--- src/rtl/erqs_pkg.sv ---
// Shared types and constants of the EDF ready queue scheduler core.
// Depends on nothing; used by the controller, datapath, top level and checker.
package erqs_pkg;

   localparam int REQ_W       = 2;
   localparam int ID_PORT_W   = 16;
   localparam int TIME_W      = 64;
   localparam int REL_W       = 32;
   localparam int ORDER_W     = 32;
   localparam int STATUS_W    = 3;
   localparam int COUNT_OUT_W = 5;

   localparam logic [REQ_W-1:0] REQ_REGISTER = 2'd0;
   localparam logic [REQ_W-1:0] REQ_ENQUEUE  = 2'd1;
   localparam logic [REQ_W-1:0] REQ_DEQUEUE  = 2'd2;
   localparam logic [REQ_W-1:0] REQ_PICK     = 2'd3;

   localparam logic [STATUS_W-1:0] ST_OK        = 3'd0;
   localparam logic [STATUS_W-1:0] ST_NOT_FOUND = 3'd1;
   localparam logic [STATUS_W-1:0] ST_FULL      = 3'd2;
   localparam logic [STATUS_W-1:0] ST_EMPTY     = 3'd3;
   localparam logic [STATUS_W-1:0] ST_DUP       = 3'd4;

   typedef struct packed {
      logic load;
      logic scan;
      logic commit;
   } cmd_type;

   typedef struct packed {
      logic scan_last;
   } stat_type;

endpackage

--- src/rtl/erqs_ctrl.sv ---
// Controller of the scheduler core: sequences accept, table scan and commit,
// and owns the result beat's valid flag. Depends on erqs_pkg.
module erqs_ctrl
   import erqs_pkg::*;
(
   input  logic     clock,
   input  logic     reset,
   input  logic     req_valid,
   output logic     req_ready,
   output logic     rsp_valid,
   input  logic     rsp_ready,
   output cmd_type  cmd,
   input  stat_type stat
);

   localparam logic [1:0] S_IDLE   = 2'd0;
   localparam logic [1:0] S_SCAN   = 2'd1;
   localparam logic [1:0] S_DRAIN  = 2'd2;
   localparam logic [1:0] S_FINISH = 2'd3;

   logic [1:0] state_ff, state_in;
   logic       rsp_valid_ff, rsp_valid_in;
   logic       out_free;

   assign out_free = !rsp_valid_ff || rsp_ready;

   always_comb begin
      state_in = state_ff;
      cmd      = '0;
      unique case (state_ff)
         S_IDLE: begin
            if (req_valid) begin
               cmd.load = 1'b1;
               state_in = S_SCAN;
            end
         end
         S_SCAN: begin
            cmd.scan = 1'b1;
            if (stat.scan_last) begin
               state_in = S_DRAIN;
            end
         end
         // The last slot read is compared during this cycle.
         S_DRAIN: begin
            state_in = S_FINISH;
         end
         S_FINISH: begin
            if (out_free) begin
               cmd.commit = 1'b1;
               state_in   = S_IDLE;
            end
         end
      endcase
   end

   assign rsp_valid_in = cmd.commit || (rsp_valid_ff && !rsp_ready);

   always_ff @(posedge clock) begin
      if (reset) begin
         state_ff     <= S_IDLE;
         rsp_valid_ff <= 1'b0;
      end else begin
         state_ff     <= state_in;
         rsp_valid_ff <= rsp_valid_in;
      end
   end

   assign req_ready = (state_ff == S_IDLE);
   assign rsp_valid = rsp_valid_ff;

endmodule

--- src/rtl/erqs_dp.sv ---
// Datapath of the scheduler core: task table memories, ready and registered
// flags, the one-slot-per-cycle scan, commit logic and result registers.
// Depends on erqs_pkg.
module erqs_dp
   import erqs_pkg::*;
#(
   parameter int MAX_TASKS = 16,
   parameter int ID_BITS   = 16
) (
   input  logic                   clock,
   input  logic                   reset,
   input  cmd_type                cmd,
   output stat_type               stat,
   input  logic [REQ_W-1:0]       req_type,
   input  logic [ID_PORT_W-1:0]   req_task_id,
   input  logic [TIME_W-1:0]      req_now,
   input  logic [REL_W-1:0]       req_rel_deadline,
   input  logic                   req_task_dead,
   input  logic [ID_PORT_W-1:0]   req_curr_task_id,
   input  logic                   req_curr_is_edf,
   output logic [STATUS_W-1:0]    rsp_status,
   output logic                   rsp_pick_valid,
   output logic [ID_PORT_W-1:0]   rsp_pick_task_id,
   output logic                   rsp_resched,
   output logic [COUNT_OUT_W-1:0] rsp_ready_count
);

   localparam int IdW   = (ID_BITS < ID_PORT_W) ? ID_BITS : ID_PORT_W;
   localparam int SlotW = $clog2(MAX_TASKS);
   localparam int CntW  = $clog2(MAX_TASKS + 1);
   localparam logic [SlotW-1:0] LastSlot = SlotW'(MAX_TASKS - 1);

   // Request registers, loaded when a beat is accepted.
   logic [REQ_W-1:0]  type_ff;
   logic [IdW-1:0]    id_ff;
   logic [TIME_W-1:0] now_ff;
   logic [REL_W-1:0]  rel_ff;
   logic              dead_ff;
   logic [IdW-1:0]    curr_ff;
   logic              curr_edf_ff;
   logic [TIME_W-1:0] abs_ff;
   logic [TIME_W:0]   abs_sum;

   // Table storage.
   logic [IdW-1:0]     id_mem [MAX_TASKS];
   logic [TIME_W-1:0]  dl_mem [MAX_TASKS];
   logic [ORDER_W-1:0] ord_mem[MAX_TASKS];
   logic [MAX_TASKS-1:0] registered_ff, registered_in;
   logic [MAX_TASKS-1:0] ready_ff, ready_in;
   logic [ORDER_W-1:0]   seq_ff, seq_in;
   logic [CntW-1:0]      cnt_ff, cnt_in;

   // Scan pipeline.
   logic [SlotW-1:0]   scan_idx_ff;
   logic               cmp_vld_ff;
   logic [SlotW-1:0]   cmp_idx_ff;
   logic [IdW-1:0]     id_rd_ff;
   logic [TIME_W-1:0]  dl_rd_ff;
   logic [ORDER_W-1:0] ord_rd_ff;

   // Scan results.
   logic               found_ff, free_found_ff, curr_found_ff, best_found_ff;
   logic [SlotW-1:0]   hit_slot_ff, free_slot_ff;
   logic [TIME_W-1:0]  curr_dl_ff, best_dl_ff;
   logic [ORDER_W-1:0] best_age_ff;
   logic [IdW-1:0]     best_id_ff;

   logic               slot_reg, id_hit, curr_hit, free_hit, ready_hit, better;
   logic [ORDER_W-1:0] age_rd;

   // Commit outputs.
   logic               mem_we;
   logic [SlotW-1:0]   wr_slot;
   logic [TIME_W-1:0]  wr_dl;
   logic [ORDER_W-1:0] wr_ord;
   logic [STATUS_W-1:0] status_in;
   logic               pick_valid_in, resched_in;
   logic [ID_PORT_W-1:0] pick_id_in;
   logic [ID_PORT_W+IdW-1:0] pick_id_wide;
   logic [COUNT_OUT_W+CntW-1:0] cnt_wide;

   logic [STATUS_W-1:0]    rsp_status_ff;
   logic                   rsp_pick_valid_ff;
   logic [ID_PORT_W-1:0]   rsp_pick_task_id_ff;
   logic                   rsp_resched_ff;
   logic [COUNT_OUT_W-1:0] rsp_ready_count_ff;

   always_ff @(posedge clock) begin
      if (cmd.load) begin
         type_ff     <= req_type;
         id_ff       <= req_task_id[IdW-1:0];
         now_ff      <= req_now;
         rel_ff      <= req_rel_deadline;
         dead_ff     <= req_task_dead;
         curr_ff     <= req_curr_task_id[IdW-1:0];
         curr_edf_ff <= req_curr_is_edf;
      end
   end

   // Saturating absolute deadline; settles long before commit.
   assign abs_sum = {1'b0, now_ff} + {{(TIME_W - REL_W + 1){1'b0}}, rel_ff};

   always_ff @(posedge clock) begin
      abs_ff <= abs_sum[TIME_W] ? {TIME_W{1'b1}} : abs_sum[TIME_W-1:0];
   end

   // Memories: one write port at commit, one registered read port for the scan.
   always_ff @(posedge clock) begin
      if (mem_we) begin
         id_mem[wr_slot]  <= id_ff;
         dl_mem[wr_slot]  <= wr_dl;
         ord_mem[wr_slot] <= wr_ord;
      end
      if (cmd.scan) begin
         id_rd_ff  <= id_mem[scan_idx_ff];
         dl_rd_ff  <= dl_mem[scan_idx_ff];
         ord_rd_ff <= ord_mem[scan_idx_ff];
      end
   end

   always_ff @(posedge clock) begin
      if (reset) begin
         scan_idx_ff <= '0;
         cmp_vld_ff  <= 1'b0;
      end else begin
         cmp_vld_ff <= cmd.scan;
         if (cmd.load) begin
            scan_idx_ff <= '0;
         end else if (cmd.scan) begin
            scan_idx_ff <= scan_idx_ff + SlotW'(1);
         end
      end
   end

   always_ff @(posedge clock) begin
      cmp_idx_ff <= scan_idx_ff;
   end

   assign stat.scan_last = (scan_idx_ff == LastSlot);

   // Compare stage: one slot per cycle against the running results.
   assign slot_reg  = registered_ff[cmp_idx_ff];
   assign id_hit    = cmp_vld_ff && slot_reg && (id_rd_ff == id_ff);
   assign curr_hit  = cmp_vld_ff && slot_reg && (id_rd_ff == curr_ff);
   assign free_hit  = cmp_vld_ff && !slot_reg;
   assign ready_hit = cmp_vld_ff && ready_ff[cmp_idx_ff];
   assign age_rd    = seq_ff - ord_rd_ff;
   // On equal deadlines the larger age, that is the earlier enqueue, wins.
   assign better    = !best_found_ff || (dl_rd_ff < best_dl_ff) ||
                      ((dl_rd_ff == best_dl_ff) && (age_rd > best_age_ff));

   always_ff @(posedge clock) begin
      if (reset || cmd.load) begin
         found_ff      <= 1'b0;
         free_found_ff <= 1'b0;
         curr_found_ff <= 1'b0;
         best_found_ff <= 1'b0;
      end else begin
         if (id_hit) begin
            found_ff <= 1'b1;
         end
         if (free_hit) begin
            free_found_ff <= 1'b1;
         end
         if (curr_hit) begin
            curr_found_ff <= 1'b1;
         end
         if (ready_hit) begin
            best_found_ff <= 1'b1;
         end
      end
   end

   always_ff @(posedge clock) begin
      if (id_hit && !found_ff) begin
         hit_slot_ff <= cmp_idx_ff;
      end
      if (free_hit && !free_found_ff) begin
         free_slot_ff <= cmp_idx_ff;
      end
      if (curr_hit) begin
         curr_dl_ff <= dl_rd_ff;
      end
      if (ready_hit && better) begin
         best_dl_ff  <= dl_rd_ff;
         best_age_ff <= age_rd;
         best_id_ff  <= id_rd_ff;
      end
   end

   assign pick_id_wide = {{ID_PORT_W{1'b0}}, best_id_ff};

   // Commit: update the table and form the result beat.
   always_comb begin
      registered_in = registered_ff;
      ready_in      = ready_ff;
      seq_in        = seq_ff;
      cnt_in        = cnt_ff;
      mem_we        = 1'b0;
      wr_slot       = hit_slot_ff;
      wr_dl         = abs_ff;
      wr_ord        = seq_ff;
      status_in     = ST_OK;
      pick_valid_in = 1'b0;
      pick_id_in    = '0;
      resched_in    = 1'b0;
      if (cmd.commit) begin
         unique case (type_ff)
            REQ_REGISTER: begin
               if (found_ff) begin
                  status_in = ST_DUP;
               end else if (!free_found_ff) begin
                  status_in = ST_FULL;
               end else begin
                  registered_in[free_slot_ff] = 1'b1;
                  mem_we  = 1'b1;
                  wr_slot = free_slot_ff;
                  wr_dl   = '0;
                  wr_ord  = '0;
               end
            end
            REQ_ENQUEUE: begin
               if (!found_ff) begin
                  status_in = ST_NOT_FOUND;
               end else begin
                  mem_we = 1'b1;
                  seq_in = seq_ff + ORDER_W'(1);
                  if (!ready_ff[hit_slot_ff]) begin
                     ready_in[hit_slot_ff] = 1'b1;
                     cnt_in = cnt_ff + CntW'(1);
                  end
               end
            end
            REQ_DEQUEUE: begin
               if (!found_ff) begin
                  status_in = ST_NOT_FOUND;
               end else begin
                  if (ready_ff[hit_slot_ff]) begin
                     ready_in[hit_slot_ff] = 1'b0;
                     cnt_in = cnt_ff - CntW'(1);
                  end
                  if (dead_ff) begin
                     registered_in[hit_slot_ff] = 1'b0;
                  end
               end
            end
            REQ_PICK: begin
               resched_in = !curr_edf_ff;
               if (!best_found_ff) begin
                  status_in = ST_EMPTY;
               end else begin
                  pick_valid_in = 1'b1;
                  pick_id_in    = pick_id_wide[ID_PORT_W-1:0];
                  if (curr_edf_ff) begin
                     if (!curr_found_ff) begin
                        status_in = ST_NOT_FOUND;
                     end else if (best_dl_ff < curr_dl_ff) begin
                        resched_in = 1'b1;
                     end
                  end
               end
            end
         endcase
      end
   end

   always_ff @(posedge clock) begin
      if (reset) begin
         registered_ff <= '0;
         ready_ff      <= '0;
         seq_ff        <= '0;
         cnt_ff        <= '0;
      end else begin
         registered_ff <= registered_in;
         ready_ff      <= ready_in;
         seq_ff        <= seq_in;
         cnt_ff        <= cnt_in;
      end
   end

   assign cnt_wide = {{COUNT_OUT_W{1'b0}}, cnt_in};

   always_ff @(posedge clock) begin
      if (cmd.commit) begin
         rsp_status_ff       <= status_in;
         rsp_pick_valid_ff   <= pick_valid_in;
         rsp_pick_task_id_ff <= pick_id_in;
         rsp_resched_ff      <= resched_in;
         rsp_ready_count_ff  <= cnt_wide[COUNT_OUT_W-1:0];
      end
   end

   assign rsp_status       = rsp_status_ff;
   assign rsp_pick_valid   = rsp_pick_valid_ff;
   assign rsp_pick_task_id = rsp_pick_task_id_ff;
   assign rsp_resched      = rsp_resched_ff;
   assign rsp_ready_count  = rsp_ready_count_ff;

endmodule

--- src/rtl/edf_ready_queue_scheduler_core.sv ---
// Channel  | Handshake            | Beat contents
// ---------+----------------------+-----------------------------------------------
// req      | req_valid/req_ready  | request type, task id, time, deadline, flags
// rsp      | rsp_valid/rsp_ready  | status, pick, preempt flag, ready count
//
// An item passes through accept, a scan that reads one table slot per cycle
// through the single read port of the table memories, a compare of the last
// slot read and a commit, which waits while a stalled result is held.
// Reset is synchronous; the registered and ready flags clear at once, so there
// is no clearing pass. The result sits in an output register: the next beat is
// accepted while it waits, and only the commit of that next item stalls on it.
// Top level of the EDF ready queue scheduler; uses erqs_pkg, erqs_ctrl, erqs_dp.
module edf_ready_queue_scheduler_core
   import erqs_pkg::*;
#(
   parameter int MAX_TASKS = 16,
   parameter int ID_BITS   = 16
) (
   input  logic                   clock,
   input  logic                   reset,
   input  logic                   req_valid,
   output logic                   req_ready,
   input  logic [REQ_W-1:0]       req_type,
   input  logic [ID_PORT_W-1:0]   req_task_id,
   input  logic [TIME_W-1:0]      req_now,
   input  logic [REL_W-1:0]       req_rel_deadline,
   input  logic                   req_task_dead,
   input  logic [ID_PORT_W-1:0]   req_curr_task_id,
   input  logic                   req_curr_is_edf,
   output logic                   rsp_valid,
   input  logic                   rsp_ready,
   output logic [STATUS_W-1:0]    rsp_status,
   output logic                   rsp_pick_valid,
   output logic [ID_PORT_W-1:0]   rsp_pick_task_id,
   output logic                   rsp_resched,
   output logic [COUNT_OUT_W-1:0] rsp_ready_count
);

   cmd_type  cmd;
   stat_type stat;

   erqs_ctrl u_ctrl (
      .clock     (clock),
      .reset     (reset),
      .req_valid (req_valid),
      .req_ready (req_ready),
      .rsp_valid (rsp_valid),
      .rsp_ready (rsp_ready),
      .cmd       (cmd),
      .stat      (stat)
   );

   erqs_dp #(
      .MAX_TASKS (MAX_TASKS),
      .ID_BITS   (ID_BITS)
   ) u_dp (
      .clock            (clock),
      .reset            (reset),
      .cmd              (cmd),
      .stat             (stat),
      .req_type         (req_type),
      .req_task_id      (req_task_id),
      .req_now          (req_now),
      .req_rel_deadline (req_rel_deadline),
      .req_task_dead    (req_task_dead),
      .req_curr_task_id (req_curr_task_id),
      .req_curr_is_edf  (req_curr_is_edf),
      .rsp_status       (rsp_status),
      .rsp_pick_valid   (rsp_pick_valid),
      .rsp_pick_task_id (rsp_pick_task_id),
      .rsp_resched      (rsp_resched),
      .rsp_ready_count  (rsp_ready_count)
   );

endmodule

--- config.mk ---
export PLATFORM = sky130hd
export DESIGN_NAME = edf_ready_queue_scheduler_core
export DESIGN_NICKNAME = d
export VERILOG_FILES = /design/src/rtl/erqs_pkg.sv /design/src/rtl/erqs_ctrl.sv /design/src/rtl/erqs_dp.sv /design/src/rtl/edf_ready_queue_scheduler_core.sv
export SDC_FILE = /design/constraint.sdc
export NUM_CORES = 2
export LEC_CHECK = 0
export BUFFER_PORTS_ARGS = -buffer_cell sky130_fd_sc_hd__buf_2
export CAP_MARGIN = 20
export CORE_MARGIN = 2
export CORE_UTILIZATION = 36
export CTS_CLUSTER_SIZE = 16
export DETAILED_ROUTE_END_ITERATION = 16
export PLACE_DENSITY = 0.5
export SYNTH_ARGS = -nofsm -noshare
export SYNTH_HDL_FRONTEND = slang
export SYNTH_SLANG_ARGS = --single-unit
--- constraint.sdc ---
create_clock -name clock -period 10.7 [get_ports clock]
set_clock_uncertainty 0.2 [all_clocks]
set_input_delay 1.605 -clock clock [delete_from_list [all_inputs] [get_ports clock]]
set_output_delay 1.605 -clock clock [all_outputs]
set_load 0.1 [all_outputs]
Word-level counts from Yosys, hierarchy flattened
Memory sizes are Yosys's and may differ from the RTL's. A register that Yosys moved wholly into a read port is not among the register bits.
Cells that the tools add are included.
{ "word_totals": {"out_inout_bits": 28, "register_bits": 491, "memories": 3, "ram_bits": 1792, "inputBits": 136} }
{ "op_classes": {"mux": 66, "n_bitwise": 5, "n_lt_le_gt_ge": 8, "n_reduce_logical": 35, "addsub": 6, "eq_ne": 20} }
{ "mem_list": {"columns": ["name", "depth", "width", "rd", "rd_clocked_by_memory_dff", "wr", "line_no", "rtl"], "rows": [
  ["u_dp.dl_mem", 16, 64, 1, 1, 1, "erqs_dp.sv:46", "logic [TIME_W-1:0] dl_mem [MAX_TASKS];"],
  ["u_dp.ord_mem", 16, 32, 1, 1, 1, "erqs_dp.sv:47", "logic [ORDER_W-1:0] ord_mem[MAX_TASKS];"],
  ["u_dp.id_mem", 16, 16, 1, 1, 1, "erqs_dp.sv:45", "logic [IdW-1:0] id_mem [MAX_TASKS];"]
]} }
{ "ops": {"columns": ["operator", "count"], "rows": [
  ["$mux 64", 4],
  ["$lt 64x64->1", 2],
  ["$mux 16", 8],
  ["$mux 32", 4],
  ["$add 64x32->65", 1],
  ["$eq 64x64->1", 1],
  ["$pmux 16 s2", 2],
  ["$add 32x1->32 const B", 1],
  ["$and 16x16->16", 2],
  ["$eq 16x16->1", 2],
  ["$gt 32x32->1", 1],
  ["$or 16x16->16", 2],
  ["$sub 32x32->32", 1],
  ["$mux 5", 5],
  ["$mux 1", 23],
  ["$mux 4", 4],
  ["$not 16->16", 1],
  ["$lt 4x5->1 const B", 3],
  ["$bmux 1 s4", 3],
  ["$logic_and 1x1->1", 12],
  ["$ne 2x1->1 const B", 6],
  ["$reduce_and 6->1", 2],
  ["$pmux 5 s2", 1],
  ["$mux 3", 3],
  ["other kinds (20)", 46]
]} }

Depth between registers and ports, before layout
{ "logic_depth": {"word_depth": 9, "depth_mapped": 21, "ltp_nobuf": 21} }

By module
A second synthesis with hierarchy kept.
{ "hier_totals": {"hier_cells": 4919, "area_unflattened_um2": 95733.1} }
{ "modules_own_cells": {"columns": ["mod", "seq_area_each_um2", "n_inst", "area_each_um2", "cells_each"], "rows": [
  ["erqs_dp", 70367.5, 1, 95515.4, 4896],
  ["erqs_ctrl", 60.1, 1, 217.7, 23]
]} }

Worst setup path before layout
No wires, ideal clock.
{ "synth_timing": {"path_kind": "register to register", "start": "register u_dp.seq_ff[0]", "end": "register u_dp.best_age_ff[0] (enable)", "path_buffers": 0, "path_slack_ps": 1006, "arrival_time_ps": 8872, "path_stages_with_launch": 20, "required_ps": 9878, "period_less_slack_ps": 9694, "cell_sequence": "dfxtp_1 > inv_1 > ha_1 > inv_1 > fa_1 > a21o_1 > a311oi_1 > o21bai_1 > o31ai_1 > a311oi_1 > a21bo_2 > a21oi_1 > o21ai_0 > xor2_1 > ha_1 > nand4_1 > nor4_1 > a2111oi_0 > o21ai_0 > o22ai_1"} }
{ "synth_via": {"elab_chain_len": 5} }
{ "synth_lines": {"columns": ["element", "line_no", "rtl"], "rows": [
  ["start: declaration", "erqs_dp.sv:50", "logic [ORDER_W-1:0] seq_ff, seq_in;"],
  ["start signal: assignment", "erqs_dp.sv:276", "seq_ff <= seq_in;"],
  ["$sub 32x32->32", "erqs_dp.sv:147", "assign age_rd = seq_ff - ord_rd_ff;"],
  ["net u_dp.age_rd[30]", "erqs_dp.sv:69", "logic [ORDER_W-1:0] age_rd;"],
  ["$gt 32x32->1", "erqs_dp.sv:150", "((dl_rd_ff == best_dl_ff) && (age_rd > best_age_ff));"],
  ["$logic_and 1x1->1", "erqs_dp.sv:150", null],
  ["$logic_or 1x1->1", "erqs_dp.sv:149", "assign better = !best_found_ff || (dl_rd_ff < best_dl_ff) ||"],
  ["$logic_and 1x1->1", "erqs_dp.sv:184", "if (ready_hit && better) begin"],
  ["end signal: assignment", "erqs_dp.sv:186", "best_age_ff <= age_rd;"],
  ["end: declaration", "erqs_dp.sv:65", "logic [ORDER_W-1:0] best_age_ff;"]
]} }
The timed path passes the listed nets, and every way through them passes these cells.
A chain may end at the register's enable or synchronous reset.

Final worst setup path
{ "layout_timing": {"start": "register u_dp.seq_ff[0]", "end": "register u_dp.best_dl_ff[13] (enable)"} }
{ "layout_via": {"elab_chain_len": 5} }
{ "layout_lines": {"columns": ["element", "line_no", "rtl"], "rows": [
  ["$sub 32x32->32", "erqs_dp.sv:147", null],
  ["net u_dp.age_rd[30]", "erqs_dp.sv:69", null],
  ["$gt 32x32->1", "erqs_dp.sv:150", null],
  ["$logic_and 1x1->1", "erqs_dp.sv:150", null],
  ["$logic_or 1x1->1", "erqs_dp.sv:149", null],
  ["$logic_and 1x1->1", "erqs_dp.sv:184", null],
  ["end signal: assignment", "erqs_dp.sv:185", "best_dl_ff <= dl_rd_ff;"],
  ["end: declaration", "erqs_dp.sv:64", "logic [TIME_W-1:0] curr_dl_ff, best_dl_ff;"]
]} }
The timed path passes the listed nets, and every way through them passes these cells.

==> impl_metrics.yaml <==
outcome:
  outcome: "complete, no violations"
synthesis:
  yosysSeqAreaShare_pct: 73.68
  synth_ff_type: "edfxtp_1"
  syn_nets: 5282
  synthArstFlopShare_pct: 0
  synth-edff-count: 2246
  syn_inst: 4910
  yosys_warnings: 0
  syn_area_per_cell_sq_um: 19.47
  synth_area_sq_mm: 0.09558
  synth_cell_types: 66
  ys_seq_elements: 2395
clocking:
  cts_root_buf: "clkbuf_16"
  clk_pin_slew_ns: 0.06
  ctsResizeCount: 0
  worst_skew_pair.late_latency_ns: 0.84
  cts_sinks: 2395
  cts_buffers: 271
  holdBufCountCts: 0
  cts_tree: "yes"
  h-tree-depth: 5
  cts_setup_buffers: 0
  cts_max_path_buffers: 4
placement:
  dp_hpwl_mm: 124.4
  gp_congestion: 0.8098
  io_buffers: 163
  post-place-ws_ns: 4.416
timing:
  rsz0062_at_grt: "no"
  setup_viol: 0
  fmax_mhz: 159.1
  setup_ws_ns: 4.414
  worstMarginPinSlew_ns: 1.093
  final_hold_viol_count: 0
  period_minus_slack_ns: 6.286
  slew_viol_final: 0
  relSlewSlack_pct: 26.51
  finalCritPeriodShare_pct: 58.75
  tns_ns: 0
global_route:
  grt_overflow: 0
  grt_use_met2_pct: 27.59
  gr-usage-met3_pct: 2.301
  grt_most_used_layer: "met2"
  grt_pass1_vias: 48870
  grt_usage_pct: 16.94
  grt_pass1_wl_mm: 339.0
  antenna_found_initial: 15
  met1_usage_pct: 24.17
  grt_start_max_net_pins: 120
power:
  p_total_uw: 23980
  leakage_uw: 0.03682
  p_comb_share_pct: 13.2
  switching_share_pct: 25.12
  powerDensity_mw_per_mm2: 218.6
  power_frac_seq_pct: 48.7
  p_int_uw: 17950
  clockPowerShare_pct: 38.0
  ir_drop_mv: 0.2439
  switchingPower_uw: 6024
worst_setup_path:
  cp.arrival_ns: 6.51
  start_kind: "flip-flop"
  crit_type: "flip-flop to flip-flop"
  cp.required_ns: 10.93
  rrSetupSlack_ns: 4.41
  reg2reg_from: "u_dp.seq_ff[0]"
  max_stage_delay_ns: 0.77
  endpoint_kind: "flip-flop"
  r2r_cells: 20
  path_max_fanout: 64
  cp_cell_sequence: "inv_1, ha_1, inv_1, fa_1, a21o_1, a311oi_1, o21bai_1, o31ai_1, a311oi_1, a21bo_2, a21oi_1, o21ai_0, xor2_1, ha_1, nand4_1, nor4_1, a2111oi_0, o21ai_0, o22ai_4, buf_4"
  r2r_end: "u_dp.best_dl_ff[13]"
  crit_start: "u_dp.seq_ff[0]"
  slowest_stage: "buf_4"
  critPathCapture: "u_dp.best_dl_ff[13]"
drt:
  drt_iter0_drc: 3535
  dr.pass1.iters: 5
  vias: 46270
  routed_wl_mm: 229.3
  drc: 0
  post_drt_wl_per_cell_um: 25.61
  final_antenna_net_count: 0
  drt-vias-per-instance: 5.166
die:
  fp.dieH_um: 519.3
  core_sq_mm: 0.2646
  io_pins: 164
  placementRows: 189
  die-width_um: 519.3
  dieArea_sq_mm: 0.2697
  start_util_pct: 36.12
final_layout:
  n_fill_cell: 23360
  drive_gt1_share_pct: 22.87
  layout.nets: 5591
  area_growth_syn_to_layout_pct: 14.78
hold_path:
  hp-class: "flip-flop to flip-flop"
run:
  maxCapViolCount: 0
sequential cells by signal, indices dropped and copies added (netlist names), 64 cells and up, named ones only:
signal	flops
u_dp.abs_ff	64
u_dp.ord_mem	512
u_dp.best_dl_ff	64
u_dp.dl_mem	1024
u_dp.now_ff	64
u_dp.dl_rd_ff	64
u_dp.curr_dl_ff	64
u_dp.id_mem	256
stage by stage:
step	cells	cell area, sq um	util (%)	hold WS (ns)
2_1_floorplan	4910	95580	-	0.1290
5_1_grt	8953	109700	41.46	0.2810
6_report	8956	109700	41.46	0.2589
3_3_place_gp	8478	101000	38.18	0.2587
4_1_cts	8950	109700	41.45	0.2598
3_5_place_dp	8478	101000	38.18	0.2692
worst min path at each step:
stage	depth (start not counted)	endpoint	slack, ns	startpoint
CTS	0	u_dp.best_dl_ff[25]	0.26	u_dp.dl_rd_ff[25]
floorplan	0	u_dp.cmp_idx_ff[2]	0.13	u_dp.scan_idx_ff[2]
detailed placement	2	u_dp.registered_ff[12]	0.27	u_dp.registered_ff[12]
global placement	2	u_dp.registered_ff[1]	0.26	u_dp.registered_ff[1]
global route	0	u_dp.curr_dl_ff[22]	0.28	u_dp.dl_rd_ff[22]
finish	0	u_dp.best_dl_ff[25]	0.26	u_dp.dl_rd_ff[25]
cell usage in the layout, fill, tap and decap left out, types with 105 or more instances in the layout:
| master | count |
|---|---|
| mux4_2 | 575 |
| clkbuf_16 | 282 |
| and2_1 | 105 |
| nor2_1 | 143 |
| a21oi_1 | 141 |
| ha_1 | 233 |
| inv_1 | 216 |
| buf_2 | 163 |
| nand2_1 | 178 |
| dfxtp_1 | 145 |
| edfxtp_1 | 2246 |
power groups by stage:
stage / clock network, uW / registers [uW] / logic, uW
after detailed placement: 0 / 11900 / 3250
after global routing: 9730 / 11700 / 3530
after CTS: 9370 / 11700 / 3260
after floorplan: 0 / 11700 / 2290
after global placement: 0 / 11900 / 3200
final: 9120 / 11700 / 3170
worst max-delay path, delay by kind of cell, from the launching register on:
family | cells | cell delay [ns]
AO/OA/AOI/OAI | 11 | 3.00
buffers and inverters | 3 | 0.93
adder cells (fa/ha/maj) | 3 | 0.84
flip-flops | 1 | 0.35
XOR/XNOR | 1 | 0.22
AND/OR/NAND/NOR | 2 | 0.22
logic make-up after synthesis:
group / Yosys count / synth area share, %
compound gates: 405 / 2.677
xor+xnor: 121 / 1.109
fa+ha+maj: 236 / 3.105
buf+inv: 402 / 1.588
flops: 2395 / 73.68
mux: 604 / 13.88
simple gates: 747 / 3.958
cell usage after synthesis, types with 12 or more instances:
cell type,instances,area share [%]
and3_1,45,0.29
edfxtp_1,2246,71
or3_1,12,0.079
nor4_1,15,0.098
mux2_2,23,0.27
nand3_1,60,0.31
xor2_1,77,0.71
ha_1,234,3.1
nor2b_1,34,0.22
nor3_1,29,0.15
nand2_1,178,0.70
o21ai_0,69,0.36
a21oi_1,141,0.74
nor2_1,160,0.63
clkbuf_1,121,0.48
a211oi_1,24,0.19
nand2b_1,22,0.14
inv_1,216,0.85
and2_1,106,0.69
nand4_1,48,0.31
a31oi_1,12,0.079
xnor2_1,44,0.40
mux4_2,575,14
buf_1,58,0.23
dfxtp_1,149,3.1
a21o_1,82,0.64
layout make-up:
cell class,count,area (sq um),area share (%)
repair buffers,222,1534,1.398
clock inverters,121,1246,1.136
clock buffers,351,7426,6.769
well taps,3533,4420,4.029
multi-input cells,2113,23820,21.71
flip-flops and latches,2395,70440,64.21
inverters,216,810.8,0.7390
diodes,5,12.51,0.01140
metal layers:
| metal | wire (um) | part of all wire [%] |
|---|---|---|
| met1 | 105300 | 46 |
| met2 | 110400 | 48 |
| met3 | 9058 | 3.9 |
| met4 | 4607 | 2.0 |
| met5 | 15 | 0.0065 |
Note: power is estimated with default switching activity, not from simulation.
